[src/design/mf3_ram.sv]
// Generic simple dual-port RAM with registered read.
`timescale 1ns / 1ps

module mf3_ram #(
    parameter int WIDTH = 8,
    parameter int DEPTH = 256
) (
    input  logic                     clk,
    input  logic                     wr_en,
    input  logic [$clog2(DEPTH)-1:0] wr_addr,
    input  logic [WIDTH-1:0]         wr_data,
    input  logic                     rd_en,
    input  logic [$clog2(DEPTH)-1:0] rd_addr,
    output logic [WIDTH-1:0]         rd_data
);

    logic [WIDTH-1:0] mem [DEPTH];
    logic [WIDTH-1:0] rd_data_reg;

    always_ff @(posedge clk)
    begin
        if (wr_en)
        begin
            mem[wr_addr] <= wr_data;
        end
        if (rd_en)
        begin
            rd_data_reg <= mem[rd_addr];
        end
    end

    assign rd_data = rd_data_reg;

endmodule

[config.mk]
export PLATFORM = sky130hd
export DESIGN_NAME = mf3_ram
export DESIGN_NICKNAME = d
export VERILOG_FILES = /design/src/design/mf3_ram.sv
export SDC_FILE = /design/constraint.sdc
export NUM_CORES = 2
export LEC_CHECK = 0
export BUFFER_PORTS_ARGS = -buffer_cell sky130_fd_sc_hd__buf_2
export CAP_MARGIN = 20
export CORE_ASPECT_RATIO = 0.6
export CORE_MARGIN = 4
export CORE_UTILIZATION = 55
export DETAILED_ROUTE_END_ITERATION = 8
export HOLD_SLACK_MARGIN = 0.1
export PLACE_DENSITY_LB_ADDON = 0.05
export SLEW_MARGIN = 15
export SYNTH_ARGS = -nofsm -noshare
export SYNTH_HDL_FRONTEND = slang
export SYNTH_SLANG_ARGS = --single-unit
[constraint.sdc]
create_clock -name clk -period 3.9 [get_ports clk]
set_clock_uncertainty 0.2 [all_clocks]
set_input_delay 0.78 -clock clk [delete_from_list [all_inputs] [get_ports clk]]
set_output_delay 0.78 -clock clk [all_outputs]
set_load 0.1 [all_outputs]
# Word level (Yosys, flattened, before mapping)
# Memories as Yosys holds them, arrays and structs flattened. A register that Yosys moved wholly into a read port is not among the register bits.
# Cells that the tools add are included.
# word_totals
regBits,0
out_inout_bits,8
n_memories,1
in_bits,27
ram_bits,2048
# memory_table
memory,depth,word_bits,read_ports,rd_ports_with_merged_regs,wr,line_no,rtl
mem,256,8,1,1,1,17,logic [WIDTH-1:0] mem [DEPTH];
# classes
n_mux,2
# op_table
cell,n
$mux W1,2

# Depth between registers and ports, before layout
# depth
depth_word,2
mapped_depth,11

# Least setup slack after synthesis
# No wires, ideal clock.
# synth_path
path_kind,input to register
startpoint,in rd_addr[0]
endpoint,reg rd_data_reg[2] (netlist: rd_data[2]) (read register of mem) (data pin)
cell_stages,9
path_slack_ns,0.844
t_arrival_ns,2.587
setup_ns,0.269
path_buffers,4
path_cell_list,buf_6 buf_12 buf_8 buf_2 mux4_2 a22oi_1 a21oi_1 nor4_1 nor4_2
# synth_lines
item,line_no,rtl
from (decl),13,"input logic [$clog2(DEPTH)-1:0] rd_addr,"
to (decl),18,logic [WIDTH-1:0] rd_data_reg;

==> results.cfg <==
[sta]
hold_viol_final = 0
worst_pin_slew_ps = 959
drv_slew = 0
fmax_mhz = 266
max-slew-margin-rel = 0.361
final.min_clock_period_ps = 3760
rsz0062_at_grt = no
setup_viol_count_final = 0
fin_crit_sh = 0.965

[clocking]
htreeDepth = 4
cts_buffers = 180
insertion_delay_ps = 800
cts_sinks = 2056
ctsHoldBuffers = 0
cts.path.max_buffers = 3
tritoncts = built
postCtsSetupRepairBufs = 0
cts_root_buffer = clkbuf_16
clk_pin_slew_ps = 70

[setup_path]
cp_cell_sequence = buf_4, buf_12, buf_4, nor2_2, buf_4, a22o_1, a221oi_2, o32ai_1, nor3_1, nor4_1
critical_path_arrival_ps = 4080
path_common_cell = buf_4
start_kind = input pin
ff2ff_setup_slack_ps = 640
reg2reg_from = mem[211][3]
crit_fanout = 26
critPathSlowestCell = a221oi_2
worstReg2RegEnd = rd_data[3]
critPathRequiredTime_ps = 4210
slowest_delay_ps = 580
path_class = in2reg
end_kind = flop
reg2reg_depth = 6

[layout]
largest_reg_flops = 2048
area_delta_synth_final_pct = 14.3
final_cell_area_um2 = 91000
n_fill_cell = 9462
layout.nets = 4273
fin_cells = 6290
layout-drive-gt1-share = 0.292

[placement]
place_area_um2 = 85500
io_buffers = 34
dp_hpwl_mm = 139
place_inst = 5971
gp_congestion = 0.870

[logic_synthesis]
synthFlopType = edfxtp_1
ys_warn_count = 0
synth_edf_count = 2056
async_flop_share = 0
synth_commonest_cells = edfxtp_1, mux4_2, nor2_1, mux2i_1, a22oi_1
synth_area_leaders = edfxtp_1, mux4_2, mux2i_1
synthesis.area_um2 = 79600
syn_avg_cell_area_um2 = 21.3
synth_cells = 3733
yosys.cell_count.top_type = edfxtp_1
synth_cell_types = 54
synth_largest_area_cell = edfxtp_1
netlist.area_leader.share = 0.775
synth_nets = 3760
synth-seq-area-share = 0.775
synth-seq-cells = 2056

[global_route]
gr-usage-all-layers = 0.283
grt_pass1_vias = 40700
grt_max_degree = 112
antenna_found_initial = 16
grt_pass1_wl_mm = 302
grt_remaining_overflow = 0

[pwr]
peakVddDrop_mv = 0.396
p_per_area_nw_per_um2 = 483
power_leakage_uw = 0.0291

[worst_hold_path]
worstHoldStart = rd_en
hp-class = in2reg
hold_depth = 1
holdPathEnd = rd_data[6]

[job]
cap_violations = 0

[detailed_routing]
routed_wl_mm = 210
drc_errors = 0
ant_nets = 0
wl_per_cell_um = 33.4
vias = 41200
vias_per_cell = 6.55
dr.first_iter.drc_count = 5522
firstDrtPassIters = 5

[floorplan]
start_util = 0.557
dieHeight_um = 303
die_w_um = 499
io_pins = 35
num_rows = 107
coreArea_um2 = 143000
dieArea_um2 = 151000

[status]
status = finished clean
where the power goes:
group / switching (uW) / internal [uW]
combinational: 1620 / 892
sequential: 24.9 / 24400
clock: 7670 / 9350
routing by layer:
metal | routed length, um | GRT usage | up-vias
li1 | - | - | 16700
met1 | 89100 | 0.451 | 21800
met2 | 88600 | 0.388 | 2393
met3 | 27900 | 0.0844 | 253
met4 | 4420 | 0.0656 | 2
met5 | 13 | 0 | -
metrics by stage:
stage	worst slack [ps]	TNS, ps	power, uW	hold WS, ps	util
2_1_floorplan	844	0	26100	664	-
3_3_place_gp	-1200	-3380	27300	940	0.598
3_5_place_dp	-1060	-3000	27400	987	0.598
4_1_cts	49.4	0	44200	133	0.637
5_1_grt	5.41	0	45300	151	0.637
6_report	136	0	43900	206	0.637
cells by family (layout without fill, tap and decap cells):
logic type             count (synthesis)  count (layout)  share of synthesized area
buffers and inverters                235             881                     0.0183
AOI/OAI and AO/OA                    385             385                     0.0342
muxes                                591             591                      0.146
DFF                                 2056            2056                      0.775
other                                  0               4                          0
and+or+nand+nor                      466             466                     0.0263
how the worst max path moves through the flow:
| stage | start | endpoint | slack [ps] | cells after the start |
|---|---|---|---|---|
| floorplan | rd_addr[0] | rd_data[2] | 840 | 9 |
| global placement | rd_addr[2] | rd_data[3] | -1200 | 10 |
| detailed placement | rd_addr[2] | rd_data[3] | -1060 | 10 |
| CTS | rd_addr[2] | rd_data[5] | 50 | 10 |
| global route | rd_addr[2] | rd_data[3] | 5 | 10 |
| finish | rd_addr[2] | rd_data[3] | 140 | 10 |
timing repair:
item | in CTS | in global routing
hold endpoints to repair | 0 | 0
setup endpoints to repair | 1 | 1
resized for setup | 1 | 1
area by class of cell:
| cell class | count | area, um^2 | area share |
|---|---|---|---|
| Clock inverter | 99 | 749 | 0.00824 |
| Antenna cell | 4 | 10.0 | 0.000110 |
| Tap cell | 1907 | 2390 | 0.0262 |
| Inverter | 2 | 7.51 | 0.0000825 |
| Clock buffer | 216 | 4750 | 0.0522 |
| Multi-Input combinational cell | 1442 | 16500 | 0.181 |
| Sequential cell | 2056 | 61700 | 0.678 |
| Timing Repair Buffer | 564 | 4880 | 0.0536 |
worst max-delay path: cells and delay by family:
kind | cells | cell delay, ps
AO/OA/AOI/OAI | 3 | 1240
AND/OR/NAND/NOR | 3 | 800
buffers and inverters | 4 | 1180
cells in the final DEF, fill, tap and decap left out, drive strengths merged, types with 6 or more instances in the layout:
master / instances
a22oi: 133
o22ai: 28
a22o: 8
buf: 556
nand2b: 8
nor3: 22
and2: 6
nor4: 27
edfxtp: 2056
mux2i: 134
nor2b: 31
a21oi: 96
nand3: 34
clkbuf: 224
nand2: 33
nand4: 10
o221ai: 47
o211ai: 10
a211oi: 16
bufinv: 11
mux4: 456
nor2: 282
clkinv: 84
o21ai: 12
a221oi: 14
Note: power is estimated with default switching activity, not from simulation.
