<file path="src/design/mf3_pkg.sv">
// Shared constants, types and the median network for the 3x3 median filter.
`timescale 1ns / 1ps

package mf3_pkg;

    localparam int MAX_WIDTH    = 2048;
    localparam int MAX_CHANNELS = 4;

    localparam int COL_W       = $clog2(MAX_WIDTH);
    localparam int CH_W        = 2;
    localparam int IDX_W       = COL_W + CH_W;
    localparam int STORE_DEPTH = (1 << COL_W) * MAX_CHANNELS;

    localparam int SAMPLE_W   = 8;
    localparam int WIDTH_CW   = 12;
    localparam int HEIGHT_CW  = 16;
    localparam int NCH_CW     = 3;
    localparam int EFF_W_W    = COL_W + 1;
    localparam int CFG_IDX_W  = 2;
    localparam int CFG_DATA_W = 16;

    localparam logic [CFG_IDX_W-1:0] REG_IMAGE_WIDTH   = 2'd0;
    localparam logic [CFG_IDX_W-1:0] REG_IMAGE_HEIGHT  = 2'd1;
    localparam logic [CFG_IDX_W-1:0] REG_CHANNEL_COUNT = 2'd2;

    localparam logic [WIDTH_CW-1:0]  RST_IMAGE_WIDTH   = 12'd640;
    localparam logic [HEIGHT_CW-1:0] RST_IMAGE_HEIGHT  = 16'd480;
    localparam logic [NCH_CW-1:0]    RST_CHANNEL_COUNT = 3'd3;

    typedef struct packed {
        logic [WIDTH_CW-1:0]  width;
        logic [HEIGHT_CW-1:0] height;
        logic [NCH_CW-1:0]    nch;
    } cfg_t;

    // Position of one sample and what its transaction must do.
    typedef struct packed {
        logic [IDX_W-1:0] idx;
        logic [CH_W-1:0]  ch;
        logic             emit;
        logic             full;
        logic             last;
    } pos_t;

    typedef logic [8:0][SAMPLE_W-1:0] nine_t;

    // {min, max}
    function automatic logic [2*SAMPLE_W-1:0] sort2(
        input logic [SAMPLE_W-1:0] a,
        input logic [SAMPLE_W-1:0] b
    );
        return (a > b) ? {b, a} : {a, b};
    endfunction

    // 19 compare-exchange median-of-nine network.
    function automatic logic [SAMPLE_W-1:0] med9(input nine_t v);
        nine_t p;
        p = v;
        {p[1], p[2]} = sort2(p[1], p[2]);
        {p[4], p[5]} = sort2(p[4], p[5]);
        {p[7], p[8]} = sort2(p[7], p[8]);
        {p[0], p[1]} = sort2(p[0], p[1]);
        {p[3], p[4]} = sort2(p[3], p[4]);
        {p[6], p[7]} = sort2(p[6], p[7]);
        {p[1], p[2]} = sort2(p[1], p[2]);
        {p[4], p[5]} = sort2(p[4], p[5]);
        {p[7], p[8]} = sort2(p[7], p[8]);
        {p[0], p[3]} = sort2(p[0], p[3]);
        {p[5], p[8]} = sort2(p[5], p[8]);
        {p[4], p[7]} = sort2(p[4], p[7]);
        {p[3], p[6]} = sort2(p[3], p[6]);
        {p[1], p[4]} = sort2(p[1], p[4]);
        {p[2], p[5]} = sort2(p[2], p[5]);
        {p[4], p[7]} = sort2(p[4], p[7]);
        {p[4], p[2]} = sort2(p[4], p[2]);
        {p[6], p[4]} = sort2(p[6], p[4]);
        {p[4], p[2]} = sort2(p[4], p[2]);
        return p[4];
    endfunction

endpackage

</file>
<file path="src/design/mf3_window.sv">
// Per-channel 3x3 window columns and the median network.
`timescale 1ns / 1ps

module mf3_window (
    input  logic                           clk,
    input  logic                           rst_n,
    input  logic                           update,
    input  mf3_pkg::pos_t                  pos,
    input  logic [mf3_pkg::SAMPLE_W-1:0]   top,
    input  logic [mf3_pkg::SAMPLE_W-1:0]   mid,
    input  logic [mf3_pkg::SAMPLE_W-1:0]   smp,
    output logic [mf3_pkg::SAMPLE_W-1:0]   median
);

    localparam int SW = mf3_pkg::SAMPLE_W;

    // older column (a) and newer column (b), rows top/mid/bottom
    logic [SW-1:0] col_a_reg [mf3_pkg::MAX_CHANNELS][3];
    logic [SW-1:0] col_b_reg [mf3_pkg::MAX_CHANNELS][3];

    mf3_pkg::nine_t v;

    always_comb
    begin
        v[0] = col_a_reg[pos.ch][0];
        v[1] = col_b_reg[pos.ch][0];
        v[2] = top;
        v[3] = col_a_reg[pos.ch][1];
        v[4] = col_b_reg[pos.ch][1];
        v[5] = mid;
        v[6] = col_a_reg[pos.ch][2];
        v[7] = col_b_reg[pos.ch][2];
        v[8] = smp;
    end

    // border positions give zero
    assign median = pos.full ? mf3_pkg::med9(v) : '0;

    always_ff @(posedge clk or negedge rst_n)
    begin
        if (!rst_n)
        begin
            for (int i = 0; i < mf3_pkg::MAX_CHANNELS; i++)
            begin
                for (int j = 0; j < 3; j++)
                begin
                    col_a_reg[i][j] <= '0;
                    col_b_reg[i][j] <= '0;
                end
            end
        end
        else if (update)
        begin
            col_a_reg[pos.ch][0] <= col_b_reg[pos.ch][0];
            col_a_reg[pos.ch][1] <= col_b_reg[pos.ch][1];
            col_a_reg[pos.ch][2] <= col_b_reg[pos.ch][2];
            col_b_reg[pos.ch][0] <= top;
            col_b_reg[pos.ch][1] <= mid;
            col_b_reg[pos.ch][2] <= smp;
        end
    end

endmodule

</file>
<file path="config.mk">
export PLATFORM = sky130hd
export DESIGN_NAME = mf3_window
export DESIGN_NICKNAME = d
export VERILOG_FILES = /design/src/design/mf3_pkg.sv /design/src/design/mf3_window.sv
export SDC_FILE = /design/constraint.sdc
export NUM_CORES = 1
export LEC_CHECK = 0
export BUFFER_PORTS_ARGS = -buffer_cell sky130_fd_sc_hd__buf_2
export CORE_MARGIN = 2
export CORE_UTILIZATION = 64
export DETAILED_ROUTE_END_ITERATION = 7
export PLACE_DENSITY = 0.82
export SKIP_LAST_GASP = 1
export SYNTH_ARGS = -nofsm -noshare
export SYNTH_HDL_FRONTEND = slang
export SYNTH_SLANG_ARGS = --single-unit
</file>
<file path="constraint.sdc">
create_clock -name clk -period 37.1 [get_ports clk]
set_input_delay 7.42 -clock clk [delete_from_list [all_inputs] [get_ports clk]]
set_output_delay 7.42 -clock clk [all_outputs]
set_load 0.01 [all_outputs]
</file>
# After elaboration in Yosys (flattened, before gate mapping)
# Index checks and enable logic that the tools add are counted.
# Widths: inputs -> output; s select.
[classes]
addsub = 0
multipliers = 0
n_div = 0
order_cmp = 21
n_eq_ne = 0
shift = 0
n_mux = 38
n_bitwise = 1
n_reduce_logical = 1
[op_table]
columns = ["op", "count"]
rows = [
  ["$bwmux 96", 6],
  ["$mux 16", 16],
  ["$gt 8x8->1", 19],
  ["$demux 24 s2", 3],
  ["$mux 24", 5],
  ["$bmux 24 s2", 2],
  ["$mux 8", 6],
  ["$ge 3x3->1 const B", 1],
  ["$lt 3x1->1 const B", 1],
  ["$not 2->3", 1],
  ["$logic_and 1x1->1", 1],
]
[word_totals]
reg_bits = 192
latchBits = 0
mem_bits_rw = 0
romBits = 0
in_bits = 45
output_inout_bits = 8
word_cells = 85
n_memories = 0

# Logic depth before layout (Yosys ltp)
# Gate-level depths: netlist of run 1.
[logic_depth]
ltp_word = 23
depth_mapped = 102
ltp_nobuf = 87

# Least setup slack after synthesis of run 1
# Ideal clock, no wire load.
[synth_timing]
path_type = "input -> output"
start = "input pos[3] (netlist name)"
end = "output median[2] (netlist name)"
t_arrival_ns = 24.621
required_ns = 29.680
path_slack_ns = 5.059
stages = 100
path_buffers = 16
path_cell_list = "buf_6 -> buf_4 -> buf_4 -> buf_2 -> buf_2 -> nand2_1 -> o21ai_1 -> ha_1 -> nor2b_1 -> o211ai_1 -> a21oi_1 -> o21ai_2 -> clkbuf_1 -> buf_1 -> nand2_1 -> o21ai_0 -> inv_1 -> ha_1 -> [64 not listed] -> a211oi_1 -> a21oi_1 -> inv_1 -> nand2_1 -> a311oi_1 -> a21oi_1 -> ha_1 -> nor2b_1 -> o21a_1 -> o21ai_0 -> nand2b_1 -> a21oi_1 -> o21ai_0 -> o31a_1 -> nor2b_1 -> buf_1 -> o21ai_0 -> o22ai_1"
[synth_via]
elab_chain_len = 23
elab_cells_between_ends = 46
cone_classes = "order compare (19); mux (26); bitwise (1)"
[synth_rtl]
columns = ["item", "line_no", "rtl"]
rows = [
  ["start: declaration", "mf3_window.sv:8", "input mf3_pkg::pos_t pos,"],
  ["$not 2->3 (implied by the code) (*)", "--", ""],
  ["$bmux 24 s2", "mf3_window.sv:26, mf3_window.sv:29, mf3_window.sv:32", ""],
  ["$mux 24 (implied by the code)", "mf3_window.sv:32", "v[7] = col_b_reg[pos.ch][2];"],
  ["$mux 24 (implied by the code)", "mf3_window.sv:29", "v[4] = col_b_reg[pos.ch][1];"],
  ["$gt 8x8->1", "mf3_pkg.sv:52", "return (a > b) ? {b, a} : {a, b};"],
  ["$mux 16", "mf3_pkg.sv:52", ""],
  ["$gt 8x8->1", "mf3_pkg.sv:52", ""],
  ["$mux 16", "mf3_pkg.sv:52", ""],
  ["[7 not listed]", "--", ""],
  ["$mux 16", "mf3_pkg.sv:52", ""],
  ["$gt 8x8->1", "mf3_pkg.sv:52", ""],
  ["$mux 16", "mf3_pkg.sv:52", ""],
  ["$gt 8x8->1", "mf3_pkg.sv:52", ""],
  ["$mux 8", "mf3_pkg.sv:52", ""],
  ["$gt 8x8->1", "mf3_pkg.sv:52", ""],
  ["$mux 16 (*)", "mf3_pkg.sv:52", ""],
  ["$mux 8 (*)", "mf3_window.sv:37", "assign median = pos.full ? mf3_pkg::med9(v) : '0;"],
  ["end: declaration", "mf3_window.sv:12", "output logic [mf3_pkg::SAMPLE_W-1:0] median"],
]
# Every way passes the cells marked *; elsewhere a longest branch is shown, timed or not. The select of a mux whose other input is x is not followed.

==> results.yml, run 1 <==
synth:
  synth_cell_type_count: 76
  syn_inst: 1616
  synth_top_cell_by_area: "dfrtp_1"
  synth_area_um2: 15200
  synth_commonest_cells: "dfrtp_1, o21ai_0, nand2_1"
  avgSynthCellArea_um2: 9.40
  async_reset_ff_share_pct: 100
  synth_flop_cell: "dfrtp_1"
  ys_seq_elements: 192
  ys_seq_area_share_pct: 31.6
  yosys_warnings: 0
  synth.area.top_cells: "dfrtp_1, ha_1, mux2_2"
  synth_edf_count: 0
  synth_nets: 1809
  synth_top_area_share_pct: 31.6
  yosysMostFrequentCell: "dfrtp_1"
finish:
  utilization_pct: 69.0
  num-fill-cells: 1782
  antenna-diode-count: 0
  area_delta_synth_final_pct: 6.30
  drive_gt1_share_pct: 16.5
  nNetsFinal: 1798
clocking:
  cts_buffers: 17
  postCtsSetupBuffers: 0
  cts_hold_buf: 0
  cts_num_sinks: 192
  cts_root_buf: "clkbuf_16"
  clock_path_buffers: 2
  htreeDepth: 4
  clk_pin_slew_worst_paths_ns: 0.07
  clk-insertion-delay-late_ns: 0.45
  cts_tree: "built"
sta:
  hold_viol_final: 0
  setup_viol: 0
  finalCritPeriodShare_pct: 95.8
  timing.final.ws_setup_ns: 1.56
  skew_ns: 0.0154
  drv_slew: 0
  fmax_mhz: 28.1
  worst_slew_pin_slew_ns: 1.09
  fin_tns_setup_ns: 0
  max_slew_margin_pct: 26.8
  period_minus_slack_ns: 35.54
  rsz0062_at_grt: "no"
worst_hold_path:
  hold_class: "register to register"
  min_from: "col_b_reg[50]$_DFFE_PN0P_"
route:
  wl_met2_um: 18400
  firstDrtPassIters: 6
  drtIter0Drc: 1027
  vias: 12500
  wl_met1_um: 16400
  routed_wl_um: 38400
  ant_nets: 0
  via_per_inst: 6.46
  drc: 0
  top_layer_used: "met4"
  met3_length_um: 1990
  avgRoutedWirePerCell_um: 19.8
setup_path:
  crit_top_cell: "o21ai_0"
  crit_slowest_cell: "a21boi_2"
  start_kind: "input port"
  critPathMaxFanout: 31
  cp_slowest_stage_delay_ns: 0.92
  rr_startpoint: "col_b_reg[40]$_DFFE_PN0P_"
  cp-startpoint: "pos[3]"
  critPathKind: "input port to primary output"
  cp.required_ns: 29.68
  worstPathArrival_ns: 28.12
  end_kind: "primary output"
floorplan:
  num_rows: 56
  die_area_um2: 25000
  start_util_pct: 64.9
  die_w_um: 158
  coreArea_um2: 23400
  fp.dieH_um: 158
  num_io_pins: 53
place:
  place_congestion: 0.935
  dp.final_hpwl_um: 27800
  io_buffers: 37
  dpl_worst_slack_ns: 2.22
run_status:
  outcome: "completed"
global_routing:
  grt_max_degree: 110
  overflow: 0
  first_global_vias: 12300
  grtUsageTotal_pct: 31.9
  grt_pass1_wl_um: 62400
  antenna_found_initial: 0
flow_run:
  cap_viol_max_count: 0
==> through the flow <==
stage | instance area, um^2 | hold slack, ns | cells
3_3_place_gp | 15600 | 0.457 | 1905
6_report | 16200 | 0.481 | 1937
3_5_place_dp | 15600 | 0.467 | 1905
5_1_grt | 16200 | 0.501 | 1937
4_1_cts | 16100 | 0.483 | 1937
2_1_floorplan | 15200 | 0.444 | 1616
==> layout by cell type (no fill, tap or decap), types with 4 or more instances in the layout <==
cell type    n
a211o_1      4
a211oi_1     8
a21o_1      30
a21oi_1     88
a311oi_1     4
a31oi_1      6
a32o_1       8
and2_1      13
and3_1      16
buf_2       35
buf_4       15
clkbuf_16   17
dfrtp_1    192
ha_1       148
inv_1      117
inv_6        4
mux2_2     107
mux2i_1    111
mux4_2      42
nand2_1    175
nand2b_1    12
nand3_1     38
nand4_1     22
nor2_1      62
nor2b_1     14
nor3_1       6
o211ai_1     5
o21a_1      21
o21ai_0    180
o21ai_1     12
o221ai_1     6
o22ai_1      7
o31ai_1      7
or2_2       11
==> kinds of logic (layout without fill, tap and decap cells) <==
| family | count (synthesis) | in the layout | synth area share [%] |
|---|---|---|---|
| AO/OA/AOI/OAI | 422 | 422 | 17.1 |
| XOR/XNOR | 2 | 2 | 0.115 |
| adder cells (fa/ha/maj) | 150 | 150 | 12.3 |
| buffers and inverters | 200 | 202 | 5.34 |
| flip-flops | 192 | 192 | 31.6 |
| multiplexers | 260 | 260 | 21.5 |
| AND/OR/NAND/NOR | 390 | 390 | 12.0 |
==> worst paths after layout <==
check	slack, ns	depth (start not counted)	end
worst min-delay path	0.48	2	col_b_reg[50]$_DFFE_PN0P_
min in group asynchronous	7.04	1	col_b_reg[24]$_DFFE_PN0P_
max in group asynchronous	28.54	2	col_a_reg[33]$_DFFE_PN0P_
worst max register to register	35.60	3	col_a_reg[16]$_DFFE_PN0P_
worst max-delay path	1.56	88	median[2]
worst min register to register	0.48	2	col_b_reg[50]$_DFFE_PN0P_
==> layer usage <==
metal,up-vias,GRT usage (%)
li1,5863,-
met1,6139,41.5
met2,401,52.9
met3,101,4.93
met4,0,14.0
met5,-,0
==> critical path: cells and delay by family <==
| kind | cells | cell delay [ns] |
|---|---|---|
| and+or+nand+nor | 22 | 5.09 |
| muxes | 4 | 1.97 |
| adders and majority gates | 9 | 2.79 |
| AOI/OAI and AO/OA | 45 | 9.05 |
| buffers and inverters | 8 | 1.70 |
==> area by class of cell <==
type | instances | area, um^2 | area share, %
timing repair buffer | 51 | 302 | 1.87
sequential | 192 | 4800 | 29.7
clock inverter | 12 | 139 | 0.860
tap | 319 | 399 | 2.47
clock buffer | 20 | 457 | 2.83
multi-input combinational | 1224 | 9610 | 59.5
inverter | 119 | 447 | 2.77
==> repair_timing <==
item / in CTS / in global routing
setup endpoints to repair: 0 / 1
endpoints found under the hold margin: 0 / 0
gates resized for setup: 0 / 1
Power of run 1 is not shown: default switching activity piles up to over one toggle a cycle in this logic, so the estimate is an artifact.
==> run 2, diff against run 1 <==
--- a/config.mk
+++ b/config.mk
@@ -6,6 +6,7 @@
 export NUM_CORES = 1
 export LEC_CHECK = 0
 export BUFFER_PORTS_ARGS = -buffer_cell sky130_fd_sc_hd__buf_2
+export CORE_ASPECT_RATIO = 1.25
 export CORE_MARGIN = 2
 export CORE_UTILIZATION = 64
 export DETAILED_ROUTE_END_ITERATION = 7
==> results.yml, run 2 (same netlist as run 1, synthesis figures left out) <==
floorplan:
  die_w_um: 142
  start_util_pct: 64.7
  num_rows: 63
  coreArea_um2: 23500
  fp.dieH_um: 176
  num_io_pins: 53
  die_area_um2: 25000
sta:
  drv_slew: 0
  skew_ns: 0.00838
  period_minus_slack_ns: 35.34
  timing.final.ws_setup_ns: 1.76
  fin_tns_setup_ns: 0
  worst_slew_pin_slew_ns: 1.01
  rsz0062_at_grt: "no"
  hold_viol_final: 0
  setup_viol: 0
  finalCritPeriodShare_pct: 95.3
  max_slew_margin_pct: 32.9
  fmax_mhz: 28.3
route:
  vias: 12500
  ant_nets: 0
  firstDrtPassIters: 7
  via_per_inst: 6.52
  drtIter0Drc: 931
  avgRoutedWirePerCell_um: 19.9
  routed_wl_um: 38100
  drc: 0
finish:
  register_area_um2: 4800
  num-fill-cells: 1761
  instances_no_fill: 1912
  antenna-diode-count: 0
  area_delta_synth_final_pct: 6.09
  nNetsFinal: 1801
  drive_gt1_share_pct: 16.5
  multi_input_area_um2: 9600
  final_common_cell: "dfrtp_1"
  final_cell_mix: "dfrtp_1, o21ai_0, nand2_1"
clocking:
  clk_pin_slew_worst_paths_ns: 0.07
  cts_root_buf: "clkbuf_16"
  cts_resized: 0
  cts_num_sinks: 192
  postCtsSetupBuffers: 0
  clock_path_buffers: 2
  cts_hold_buf: 0
  cts_tree: "built"
  htreeDepth: 4
  cts_buffers: 17
  clk-insertion-delay-late_ns: 0.45
setup_path:
  cp-startpoint: "pos[4]"
  critPathMaxFanout: 30
  cp_slowest_stage_delay_ns: 0.71
  crit_slowest_cell: "nor2_1"
  crit_top_cell: "o21ai_0"
  critPathKind: "input port to primary output"
  cp.required_ns: 29.68
  worstPathArrival_ns: 27.92
  reg2reg_depth: 3
  end_kind: "primary output"
  r2r_slack_ns: 35.68
  rr_startpoint: "col_b_reg[32]$_DFFE_PN0P_"
  start_kind: "input port"
place:
  place_congestion: 0.949
  place_inst: 1881
  dp.final_hpwl_um: 28000
  dpl_worst_slack_ns: 2.20
  io_buffers: 37
worst_hold_path:
  hold_depth: 2
  hold_class: "register to register"
  min_from: "col_b_reg[80]$_DFFE_PN0P_"
run_status:
  outcome: "completed"
global_routing:
  first_global_vias: 12500
  grtUsageTotal_pct: 31.7
  overflow: 0
  antenna_found_initial: 0
  grt_max_degree: 113
  grt_pass1_wl_um: 62700
flow_run:
  cap_viol_max_count: 0
-- run 2: cell count changes in the layout (fill, tap and decap cells not counted), sizes merged --
| cell | previous run | this run |
|---|---|---|
| clkinv | 3 | 4 |
| inv | 125 | 124 |
| bufinv | 1 | 2 |
| buf | 50 | 53 |
| clkbuf | 21 | 19 |
-- run 2: final timing paths --
path / to
max in group asynchronous: col_b_reg[32]$_DFFE_PN0P_
min reg2reg: col_b_reg[80]$_DFFE_PN0P_
max reg2reg: col_a_reg[32]$_DFFE_PN0P_
max: median[2]
min: col_b_reg[80]$_DFFE_PN0P_
min in group asynchronous: col_b_reg[37]$_DFFE_PN0P_
-- run 2: worst max-delay path, delay by kind of cell --
family                   cells  cell delay (ns)
AO/OA/AOI/OAI               47             8.72
adder cells (fa/ha/maj)      9             2.65
buffers and inverters       11             2.78
multiplexers                 3             1.42
AND/OR/NAND/NOR             21             4.87
-- run 2: cell type report --
type	instances	share of cell area, %
Clock inverter	13	0.955
Timing Repair Buffer	54	2.01
Multi-Input combinational cell	1224	59.5
Tap cell	292	2.27
Sequential cell	192	29.8
Inverter	119	2.77
Clock buffer	18	2.66
-- run 2: per-layer routing --
| layer | global-route usage (%) | up-vias | part of all wire (%) |
|---|---|---|---|
| met4 | 14.9 | 0 | 4.5 |
| met1 | 37.9 | 6089 | 40 |
| li1 | - | 5877 | - |
| met3 | 4.75 | 106 | 4.8 |
| met2 | 56.1 | 403 | 51 |
| met5 | 0 | - | 0 |
-- run 2: per-stage QoR --
stage                     area (um^2)  hold slack [ns]  util, %
after global routing            16100            0.494     68.6
after floorplan                 15200            0.444        -
after CTS                       16100            0.481     68.6
after global placement          15500            0.456     66.1
after detailed placement        15500            0.466     66.1
final                           16100            0.479     68.6
Power of run 2 is left out for the same reason.
