===== config.mk =====
export PLATFORM = sky130hd
export DESIGN_NAME = mf3_position
export DESIGN_NICKNAME = d
export VERILOG_FILES = /design/src/design/mf3_pkg.sv /design/src/design/mf3_position.sv
export SDC_FILE = /design/constraint.sdc
export NUM_CORES = 1
export LEC_CHECK = 0
export ABC_AREA = 1
export BUFFER_PORTS_ARGS = -buffer_cell sky130_fd_sc_hd__buf_2
export CORE_ASPECT_RATIO = 2
export CORE_MARGIN = 4
export CORE_UTILIZATION = 25
export CTS_CLUSTER_DIAMETER = 30
export CTS_CLUSTER_SIZE = 30
export DETAILED_ROUTE_END_ITERATION = 12
export PLACE_DENSITY = 0.39
export SLEW_MARGIN = 20
export SYNTH_ARGS = -nofsm -noshare
export SYNTH_HDL_FRONTEND = slang
export SYNTH_SLANG_ARGS = --single-unit

===== constraint.sdc =====
create_clock -name clk -period 5.6 [get_ports clk]
set_clock_uncertainty 0.05 [all_clocks]
set_input_delay 0.28 -clock clk [delete_from_list [all_inputs] [get_ports clk]]
set_output_delay 0.28 -clock clk [all_outputs]
set_load 0.02 [all_outputs]

===== src/design/mf3_pkg.sv =====
// Shared constants, types and the median network for the 3x3 median filter.
`timescale 1ns / 1ps

package mf3_pkg;

    localparam int MAX_WIDTH    = 2048;
    localparam int MAX_CHANNELS = 4;

    localparam int COL_W       = $clog2(MAX_WIDTH);
    localparam int CH_W        = 2;
    localparam int IDX_W       = COL_W + CH_W;
    localparam int STORE_DEPTH = (1 << COL_W) * MAX_CHANNELS;

    localparam int SAMPLE_W   = 8;
    localparam int WIDTH_CW   = 12;
    localparam int HEIGHT_CW  = 16;
    localparam int NCH_CW     = 3;
    localparam int EFF_W_W    = COL_W + 1;
    localparam int CFG_IDX_W  = 2;
    localparam int CFG_DATA_W = 16;

    localparam logic [CFG_IDX_W-1:0] REG_IMAGE_WIDTH   = 2'd0;
    localparam logic [CFG_IDX_W-1:0] REG_IMAGE_HEIGHT  = 2'd1;
    localparam logic [CFG_IDX_W-1:0] REG_CHANNEL_COUNT = 2'd2;

    localparam logic [WIDTH_CW-1:0]  RST_IMAGE_WIDTH   = 12'd640;
    localparam logic [HEIGHT_CW-1:0] RST_IMAGE_HEIGHT  = 16'd480;
    localparam logic [NCH_CW-1:0]    RST_CHANNEL_COUNT = 3'd3;

    typedef struct packed {
        logic [WIDTH_CW-1:0]  width;
        logic [HEIGHT_CW-1:0] height;
        logic [NCH_CW-1:0]    nch;
    } cfg_t;

    // Position of one sample and what its transaction must do.
    typedef struct packed {
        logic [IDX_W-1:0] idx;
        logic [CH_W-1:0]  ch;
        logic             emit;
        logic             full;
        logic             last;
    } pos_t;

    typedef logic [8:0][SAMPLE_W-1:0] nine_t;

    // {min, max}
    function automatic logic [2*SAMPLE_W-1:0] sort2(
        input logic [SAMPLE_W-1:0] a,
        input logic [SAMPLE_W-1:0] b
    );
        return (a > b) ? {b, a} : {a, b};
    endfunction

    // 19 compare-exchange median-of-nine network.
    function automatic logic [SAMPLE_W-1:0] med9(input nine_t v);
        nine_t p;
        p = v;
        {p[1], p[2]} = sort2(p[1], p[2]);
        {p[4], p[5]} = sort2(p[4], p[5]);
        {p[7], p[8]} = sort2(p[7], p[8]);
        {p[0], p[1]} = sort2(p[0], p[1]);
        {p[3], p[4]} = sort2(p[3], p[4]);
        {p[6], p[7]} = sort2(p[6], p[7]);
        {p[1], p[2]} = sort2(p[1], p[2]);
        {p[4], p[5]} = sort2(p[4], p[5]);
        {p[7], p[8]} = sort2(p[7], p[8]);
        {p[0], p[3]} = sort2(p[0], p[3]);
        {p[5], p[8]} = sort2(p[5], p[8]);
        {p[4], p[7]} = sort2(p[4], p[7]);
        {p[3], p[6]} = sort2(p[3], p[6]);
        {p[1], p[4]} = sort2(p[1], p[4]);
        {p[2], p[5]} = sort2(p[2], p[5]);
        {p[4], p[7]} = sort2(p[4], p[7]);
        {p[4], p[2]} = sort2(p[4], p[2]);
        {p[6], p[4]} = sort2(p[6], p[4]);
        {p[4], p[2]} = sort2(p[4], p[2]);
        return p[4];
    endfunction

endpackage


===== src/design/mf3_position.sv =====
// Raster position counters, register clamping and line store address.
`timescale 1ns / 1ps

module mf3_position (
    input  logic          clk,
    input  logic          rst_n,
    input  mf3_pkg::cfg_t cfg,
    input  logic          accept,
    input  logic          frame_start,
    output mf3_pkg::pos_t pos
);

    localparam int EW = mf3_pkg::EFF_W_W;
    localparam int HW = mf3_pkg::HEIGHT_CW;
    localparam int NW = mf3_pkg::NCH_CW;
    localparam int CW = mf3_pkg::COL_W;
    localparam int KW = mf3_pkg::CH_W;

    logic [CW-1:0] col_reg, col_next, cur_col;
    logic [HW-1:0] row_reg, row_next, cur_row;
    logic [KW-1:0] ch_reg, ch_next, cur_ch;

    logic [EW-1:0] eff_w;
    logic [HW-1:0] eff_h;
    logic [NW-1:0] eff_n;
    logic [NW-1:0] ch_inc;
    logic [EW-1:0] col_inc;
    logic [HW:0]   row_inc;

    // Out-of-range registers act as the nearest legal value.
    always_comb
    begin
        if (cfg.width == '0)
            eff_w = EW'(1);
        else if (32'(cfg.width) > mf3_pkg::MAX_WIDTH)
            eff_w = EW'(mf3_pkg::MAX_WIDTH);
        else
            eff_w = EW'(cfg.width);

        eff_h = (cfg.height == '0) ? HW'(1) : cfg.height;

        if (cfg.nch == '0)
            eff_n = NW'(1);
        else if (32'(cfg.nch) > mf3_pkg::MAX_CHANNELS)
            eff_n = NW'(mf3_pkg::MAX_CHANNELS);
        else
            eff_n = cfg.nch;
    end

    assign cur_col = frame_start ? '0 : col_reg;
    assign cur_row = frame_start ? '0 : row_reg;
    assign cur_ch  = frame_start ? '0 : ch_reg;

    assign ch_inc  = NW'(cur_ch) + NW'(1);
    assign col_inc = EW'(cur_col) + EW'(1);
    assign row_inc = (HW + 1)'(cur_row) + (HW + 1)'(1);

    always_comb
    begin
        ch_next  = cur_ch;
        col_next = cur_col;
        row_next = cur_row;
        if (ch_inc >= eff_n)
        begin
            ch_next = '0;
            if (col_inc >= eff_w)
            begin
                col_next = '0;
                row_next = (row_inc >= (HW + 1)'(eff_h)) ? '0 : row_inc[HW-1:0];
            end
            else
            begin
                col_next = col_inc[CW-1:0];
            end
        end
        else
        begin
            ch_next = ch_inc[KW-1:0];
        end
    end

    always_ff @(posedge clk or negedge rst_n)
    begin
        if (!rst_n)
        begin
            col_reg <= '0;
            row_reg <= '0;
            ch_reg  <= '0;
        end
        else if (accept)
        begin
            col_reg <= col_next;
            row_reg <= row_next;
            ch_reg  <= ch_next;
        end
    end

    assign pos.idx  = {cur_col, cur_ch};
    assign pos.ch   = cur_ch;
    assign pos.emit = (cur_row != '0) && (cur_col != '0);
    assign pos.full = (cur_row >= HW'(2)) && (cur_col >= CW'(2));
    assign pos.last = (cur_row == eff_h - HW'(1))
                    && (EW'(cur_col) == eff_w - EW'(1))
                    && (NW'(cur_ch) == eff_n - NW'(1));

endmodule


# [Word level (Yosys, flattened, before mapping)]
# Index checks and enable logic that the tools add are counted.
[totals] ff_bits=29 input_bits=35 output_inout_bits=18 wordCells=42
[classes] reduce_logical=9 add_sub_neg=6 n_eq_ne=3 magnitude_cmp=7 mux=14
[op_table] op="$mux W16" count=5
[op_table] op="$mux W11" count=3
[op_table] op="$mux W12" count=2
[op_table] op="$add A16 B1 Y17 const B" count=1
[op_table] op="$ge A17 B16 Y1" count=1
[op_table] op="$eq A16 B16 Y1" count=1
[op_table] op="$ge A16 B2 Y1 const B" count=1
[op_table] op="$logic_not A16 Y1" count=1
[op_table] op="$reduce_bool A16 Y1" count=1
[op_table] op="$sub A16 B1 Y16 const B" count=1
[op_table] op="$add A11 B1 Y12 const B" count=1
[op_table] op="$eq A11 B12 Y1" count=1
[op_table] op="$ge A12 B12 Y1" count=1
[op_table] op="$gt A12 B12 Y1 const B" count=1
[op_table] op="$logic_not A12 Y1" count=1
[op_table] op="$sub A12 B1 Y12 const B" count=1
[op_table] op="$ge A11 B2 Y1 const B" count=1
[op_table] op="$reduce_bool A11 Y1" count=1
[op_table] op="$mux W3" count=2
[op_table] op="$logic_and A1 B1 Y1" count=4
[op_table] op="$mux W2" count=2
[op_table] op="$add A2 B1 Y3 const B" count=1
[op_table] op="$eq A2 B3 Y1" count=1
[op_table] op="$ge A3 B3 Y1" count=1
[op_table] op="other kinds (3)" count=3

# [Longest topological paths before layout]
# Gate-level depths: netlist of run 1.
[logic_depth] ltp_word=7 ltp_mapped=22 mapped_depth_nobuf=21

# [Worst setup path after synthesis of run 1]
# OpenSTA, ideal clock, no wires.
[synth_path] kind="in2reg" start="input frame_start" end="register row_reg[15]" setup_slack_ns=2.106 arrival_ns=3.366 n_path_buf=3 stages=19 cell_sequence="buf_6 buf_2 nor2_1 ha_1 nand3_1 nor3_2 nand2_1 nor3_2 xor2_1 ha_1 nand4_1 inv_1 nand3_1 nand4_1 nand2_1 inv_1 clkbuf_1 nand4_1 a21oi_1"
[synth_lines] element="start: declaration" line="mf3_position.sv:9" text="input logic frame_start,"
[synth_lines] element="end signal: assignment" line="mf3_position.sv:93" text="row_reg <= row_next;"
[synth_lines] element="end: declaration" line="mf3_position.sv:20" text="logic [HW-1:0] row_reg, row_next, cur_row;"

# [Worst setup path in the final report of run 1]
[layout_path] start="input frame_start" end="register row_reg[12]"
[layout_between] elab_chain_cells=6 word_cells_on_any_way=12
[layout_rtl] element="$mux W16" line="mf3_position.sv:51" text="assign cur_row = frame_start ? '0 : row_reg;"
[layout_rtl] element="$add A16 B1 Y17" line="mf3_position.sv:56" text="assign row_inc = (HW + 1)'(cur_row) + (HW + 1)'(1);"
[layout_rtl] element="$ge A17 B16 Y1" line="mf3_position.sv:69" text="row_next = (row_inc >= (HW + 1)'(eff_h)) ? '0 : row_inc[HW-1:0];"
[layout_rtl] element="$mux W16" line="mf3_position.sv:69"
[layout_rtl] element="$mux W16" line="mf3_position.sv:66" text="if (col_inc >= eff_w)"
[layout_rtl] element="$mux W16 (*)" line="mf3_position.sv:63" text="if (ch_inc >= eff_n)"
# Every way passes the cells marked *; elsewhere a longest branch is shown, timed or not.
# A chain may end at the register's enable or synchronous reset.

==> results.py, run 1 <==
metrics = {
    "floorplan": {
        "dieArea_um2": 19100,
        "initial_core_util": 0.253,
        "io_pins": 53,
        "rows": 67,
        "die-height_um": 192,
        "core_um2": 16700,
        "die_w_um": 99.8,
    },
    "synthesis": {
        "synth_nets": 779,
        "synth_seq_cells": 29,
        "syn_area_um2": 4220,
        "synth_warnings": 0,
        "synth_top_family_by_area": "simple AND/OR/NAND/NOR gates",
        "synthSimpleGateAreaFrac": 0.389,
        "synthArstFlopShare": 1.00,
        "ys_types": 37,
        "synthAdderAreaFrac": 0.122,
        "avgSynthCellArea_um2": 6.00,
        "synth_edf_count": 0,
        "synthXorXnorAreaFrac": 0.0685,
        "synthMuxAreaShare": 0,
        "syn_inst": 703,
        "synth_compound_gate_area_share": 0.128,
        "synth_seq_area_share": 0.172,
        "synth-main-ff-cell": "dfrtp_1",
    },
    "route": {
        "drt_wl_total_um": 16300,
        "drc": 0,
        "via_count": 4745,
        "dr.pass1.iters": 5,
        "ant_nets": 0,
        "drt-wirelength-per-cell_um": 17.1,
        "drt_iter0_markers": 209,
        "avgViaCountPerCell": 4.96,
    },
    "timing": {
        "tns_ps": 0,
        "slew_viol_final": 0,
        "period_share": 0.722,
        "fmax_ghz": 0.247,
        "hold_slack_ps": 21.6,
        "finalSetupViolations": 0,
        "post-route-min-period_ps": 4040,
        "finalHoldViolCount": 0,
        "max_slew_margin": 0.482,
        "finalWorstSetupSlack_ps": 1560,
        "worst_pin_slew_ps": 776,
        "rsz0062_at_grt": "false",
    },
    "cts": {
        "htreeDepth": 2,
        "clk_pin_slew_ps": 50,
        "cts_tree": "built",
        "insertion_delay_ps": 280,
        "cts.sinks": 29,
        "postCtsSetupBuffers": 0,
        "cts_made_buffers": 5,
        "post_cts_resized": 0,
        "root_buffer": "clkbuf_16",
        "holdBufCountCts": 0,
        "cts_buffer_depth": 2,
    },
    "grt": {
        "grt_pass1_vias": 4779,
        "grt_usage": 0.173,
        "antenna_found_initial": 0,
        "grt_pass1_wl_um": 25300,
        "overflow": 0,
        "grt_max_degree": 41,
    },
    "power": {
        "power_density_nw_per_um2": 229,
        "power_mw": 1.10,
        "switching_share": 0.469,
        "leakage_nw": 2.51,
        "power_frac_clock": 0.240,
        "pwr-share-seq": 0.254,
        "power.switching_uw": 516,
        "vdd_ir_drop_max_mv": 0.144,
        "p_int_uw": 585,
        "comb_power_share": 0.505,
    },
    "cells_and_area": {
        "regArea_um2": 726,
        "antenna_cells": 0,
        "utilization": 0.288,
        "largest_register_ffs": 16,
        "drive_gt1_frac": 0.108,
        "syn_to_final_growth_pct": 14.0,
        "fillCellCount": 1928,
        "multiInputGateArea_um2": 2980,
        "final_nets": 825,
    },
    "placed_design": {
        "place_ws_ps": 1250,
        "gp_congestion": 0.894,
        "port_buffers": 52,
        "dp_hpwl_um": 13600,
    },
    "setup_path": {
        "critPathSlowestCell": "clkinv_2",
        "crit_fanout": 20,
        "cp_data_required_time_ps": 5700,
        "path_class": "in -> reg",
        "crit_buf_inv": 5,
        "crit_top_cell": "nand2_1",
        "path_delay_family": "buffers and inverters",
        "cp-end-kind": "flop",
        "cp-start-kind": "input pin",
        "critical_path.max_stage_delay_ps": 420,
        "crit_arrival_ps": 4150,
        "timing.rr.start": "col_reg[0]$_DFFE_PN0P_",
        "startpoint": "frame_start",
        "path_cells": "buf_2 -> clkinv_2 -> nand2_1 -> inv_1 -> ha_1 -> nand3_1 -> nor3_2 -> nand2_1 -> nor3_2 -> xor2_1 -> ha_1 -> nand2_1 -> nor2_1 -> a211oi_1 -> nand4_1 -> nand2_1 -> buf_4 -> inv_1 -> nand4_1 -> a21oi_1",
    },
    "run": {
        "cap_violations": 0,
    },
    "run_status": {
        "outcome": "finished, final reports clean",
    },
    "worst_hold_path": {
        "hold_class": "in -> async",
    },
}
through the flow:
step / cells / instance area [um^2]
final: 957 / 4810
after detailed placement: 949 / 4670
after floorplan: 703 / 4220
after CTS: 957 / 4810
after global routing: 957 / 4810
after global placement: 949 / 4670
synthesized netlist by cell type (all sizes together) (8+ instances only):
cell | n | share of area
nand3 | 57 | 0.069
nor3 | 13 | 0.023
xor2 | 31 | 0.064
nand2 | 167 | 0.15
buf | 8 | 0.015
dfrtp | 29 | 0.17
inv | 106 | 0.094
nor2 | 99 | 0.090
clkbuf | 9 | 0.0080
a31oi | 12 | 0.018
o21ai | 33 | 0.039
a21oi | 51 | 0.061
nand4 | 29 | 0.043
ha | 41 | 0.12
worst paths after layout:
check                                           to  slack [ps]  depth (start not counted)
min                         col_reg[9]$_DFFE_PN0P_          20                          1
max reg2reg                row_reg[12]$_DFFE_PN0P_        1690                         18
min reg2reg                 col_reg[8]$_DFFE_PN0P_         460                          2
min in group clk            col_reg[8]$_DFFE_PN0P_         460                          2
max in group asynchronous   row_reg[4]$_DFFE_PN0P_        4980                          1
max                        row_reg[12]$_DFFE_PN0P_        1560                         20
layout by cell type (no fill, tap or decap), types with 3 or more instances in the layout:
cell,synthesis,layout
nor2_1,97,97
buf_4,2,4
xor2_1,31,31
ha_1,41,41
nor4_1,3,3
nor3_2,4,4
inv_1,102,102
nand3b_1,3,3
inv_2,4,4
nor3_1,8,8
a21oi_1,51,51
dfrtp_1,29,29
o21ai_0,31,31
nand3_1,56,56
nand2_2,4,4
a31oi_1,12,12
buf_2,3,52
nand2_1,162,162
clkbuf_16,0,5
nand4_1,29,29
clkinv_2,1,3
metal layers:
| layer | track usage | routed length [um] | vias up |
|---|---|---|---|
| li1 | - | - | 2401 |
| met1 | 0.158 | 5580 | 2196 |
| met2 | 0.353 | 9480 | 108 |
| met3 | 0.0164 | 400 | 40 |
| met4 | 0.0973 | 870 | 0 |
| met5 | 0 | 0 | - |
power groups by stage:
stage | clock network (mW) | registers, mW | logic (mW)
2_1_floorplan | 0 | 0.275 | 0.379
5_1_grt | 0.279 | 0.286 | 0.631
6_report | 0.264 | 0.280 | 0.557
3_5_place_dp | 0 | 0.284 | 0.561
3_3_place_gp | 0 | 0.284 | 0.558
4_1_cts | 0.275 | 0.280 | 0.564
cell type report:
class                      instances  share of cell area
tap                              207              0.0539
multi-input combinational        548               0.621
clock inverter                     2             0.00208
inverter                         109              0.0854
timing repair buffer              56              0.0604
clock buffer                       6              0.0268
sequential                        29               0.151
cell families after synthesis:
logic type	count (synthesis)
and+or+nand+nor	372
buffers and inverters	126
AOI/OAI and AO/OA	102
adders and majority gates	41
xor gates and xnor gates	33
DFF	29
No activity file was read; power rests on OpenSTA's default activity.
==> run 2: changes to the inputs <==
==> constraint.sdc (replaced) <==
create_clock -name clk -period 3.8 [get_ports clk]
set_clock_uncertainty 0.05 [all_clocks]
set_input_delay 0.19 -clock clk [delete_from_list [all_inputs] [get_ports clk]]
set_output_delay 0.19 -clock clk [all_outputs]
set_load 0.02 [all_outputs]
==> run 2 against run 1 <==
- utilization up 1.2 points
- routed wire length up 1.5%
- non-clock buffer count up 12
- via count down 0.27%
- largest power group unchanged
- die area unchanged
- sequential power up 48%
- clock power up 64%
- critical path depth up 2
- cell count up 1.3%
- global-route usage up 0.42 points
- final area up 4.1%
- critical path type is now reg -> reg
==> results.py, run 2 (same netlist as run 1, synthesis figures left out) <==
metrics = {
    "timing": {
        "finalHoldViolCount": 0,
        "max_slew_margin": 0.487,
        "post-route-min-period_ps": 3560,
        "rsz0062_at_grt": "false",
        "hold_slack_ps": 362,
        "finalWorstSetupSlack_ps": 243,
        "slew_viol_final": 0,
        "worst_pin_slew_ps": 770,
        "finalSetupViolations": 0,
        "period_share": 0.936,
        "fmax_ghz": 0.281,
    },
    "setup_path": {
        "worst_r2r_path_depth": 22,
        "path_cells": "inv_2 -> nor2_4 -> ha_4 -> nand3_2 -> nor2_4 -> nand3_2 -> nor3_4 -> xor2_1 -> inv_1 -> ha_1 -> nand2_1 -> inv_1 -> nand3_2 -> nor3_4 -> o21ai_2 -> a21oi_1 -> o21ai_1 -> buf_4 -> nand3_1 -> nand2_1 -> nand2_1 -> o21ai_0",
        "cp_data_required_time_ps": 3900,
        "cp-start-kind": "flop",
        "crit_fanout": 16,
        "crit_buf_inv": 4,
        "cp-end-kind": "flop",
        "path_class": "reg -> reg",
        "path_delay_family": "simple AND/OR/NAND/NOR gates",
        "critPathSlowestCell": "dfrtp_1",
        "critical_path.max_stage_delay_ps": 360,
        "crit_arrival_ps": 3660,
        "critical_path_cell_count": 22,
    },
    "route": {
        "avgViaCountPerCell": 4.88,
        "wl_met3_um": 414,
        "drt_iter0_markers": 164,
        "top_layer_used": "met4",
        "drt_wl_total_um": 16600,
        "met1_length_um": 5580,
        "dr.pass1.iters": 5,
        "drc": 0,
        "drt-wirelength-per-cell_um": 17.1,
        "wl_met2_um": 9520,
        "ant_nets": 0,
        "via_count": 4732,
    },
    "grt": {
        "grt_pass1_vias": 4903,
        "grt_pass1_wl_um": 25900,
        "grt_usage": 0.177,
        "antenna_found_initial": 0,
        "grt_max_degree": 40,
        "overflow": 0,
    },
    "power": {
        "leakage_nw": 2.61,
        "vdd_ir_drop_max_mv": 0.229,
        "power_density_nw_per_um2": 339,
    },
    "cells_and_area": {
        "largest_register_ffs": 16,
        "final_nets": 837,
        "fillCellCount": 1914,
        "final_common_cell": "nand2_1",
        "finalNonFillerCells": 969,
        "antenna_cells": 0,
        "syn_to_final_growth_pct": 18.6,
        "drive_gt1_frac": 0.135,
        "final_cell_mix": "nand2_1 (162), inv_1 (101), nor2_1 (94)",
    },
    "cts": {
        "cts_buffer_depth": 2,
        "clk_pin_slew_ps": 60,
        "cts_tree": "built",
        "htreeDepth": 2,
        "root_buffer": "clkbuf_16",
        "cts_made_buffers": 5,
        "insertion_delay_ps": 290,
        "cts.sinks": 29,
    },
    "floorplan": {
        "initial_core_util": 0.253,
        "io_pins": 53,
        "die_w_um": 99.8,
        "rows": 67,
        "dieArea_um2": 19100,
        "core_um2": 16700,
        "die-height_um": 192,
    },
    "placed_design": {
        "gp_congestion": 0.848,
        "place_ws_ps": -546,
        "place_inst": 957,
        "dp_hpwl_um": 13900,
        "port_buffers": 52,
    },
    "worst_hold_path": {
        "hold_depth": 3,
        "hold_class": "in -> reg",
    },
    "run_status": {
        "outcome": "finished, final reports clean",
    },
    "run": {
        "cap_violations": 0,
    },
}
-- run 2: cell types whose count changed in the layout (fill, tap and decap cells not counted), sizes merged --
cell / delta
clkinv: -1
clkbuf: +1
dlygate4sd3: +1
buf: +11
-- run 2: final timing paths --
kind	startpoint	endpoint	slack (ps)
min in group asynchronous	rst_n	row_reg[8]$_DFFE_PN0P_	470
max	row_reg[1]$_DFFE_PN0P_	row_reg[0]$_DFFE_PN0P_	240
min reg2reg	col_reg[8]$_DFFE_PN0P_	col_reg[8]$_DFFE_PN0P_	470
max reg2reg	row_reg[1]$_DFFE_PN0P_	row_reg[0]$_DFFE_PN0P_	240
max in group asynchronous	rst_n	ch_reg[0]$_DFFE_PN0P_	2750
min	frame_start	ch_reg[0]$_DFFE_PN0P_	360
-- run 2: per-layer routing --
layer / track usage / vias to the layer above
li1: - / 2416
met1: 0.159 / 2167
met2: 0.360 / 113
met3: 0.0167 / 36
met4: 0.108 / 0
met5: 0 / -
-- run 2: stage by stage --
stage          power (mW)  TNS (ps)  utilization  instance area [um^2]
3_5_place_dp         1.26     -6640        0.284                  4740
5_1_grt              1.84         0        0.300                  5000
3_3_place_gp         1.26     -6990        0.284                  4740
6_report             1.70         0        0.300                  5000
2_1_floorplan       0.964         0            -                  4220
4_1_cts              1.71         0        0.296                  4940
-- run 2: what timing repair did --
action,in CTS,in global routing
setup buffers,0,3
gates resized for setup,9,8
endpoints found under the setup margin,16,3
hold endpoints to repair,29,0
hold buffers,1,0
pin swaps,0,4
gates cloned,0,0
-- run 2: final cells by class --
class | instances | area, um^2 | area share
flip-flops and latches | 29 | 726 | 0.145
clock buffers | 7 | 153 | 0.0305
well taps | 207 | 259 | 0.0518
multi-input cells | 548 | 3060 | 0.611
repair buffers | 68 | 395 | 0.0790
clock inverters | 1 | 5.00 | 0.00100
inverters | 109 | 410 | 0.0820
-- run 2: report_power, final --
| part | internal (mW) | switching, mW |
|---|---|---|
| combinational | 0.272 | 0.577 |
| sequential | 0.370 | 0.0448 |
| clock | 0.277 | 0.156 |
-- run 2: tightest hold or removal path: stages --
cell,delay [ps]
buf_2,180
o21ai_0,190
o22ai_1,90
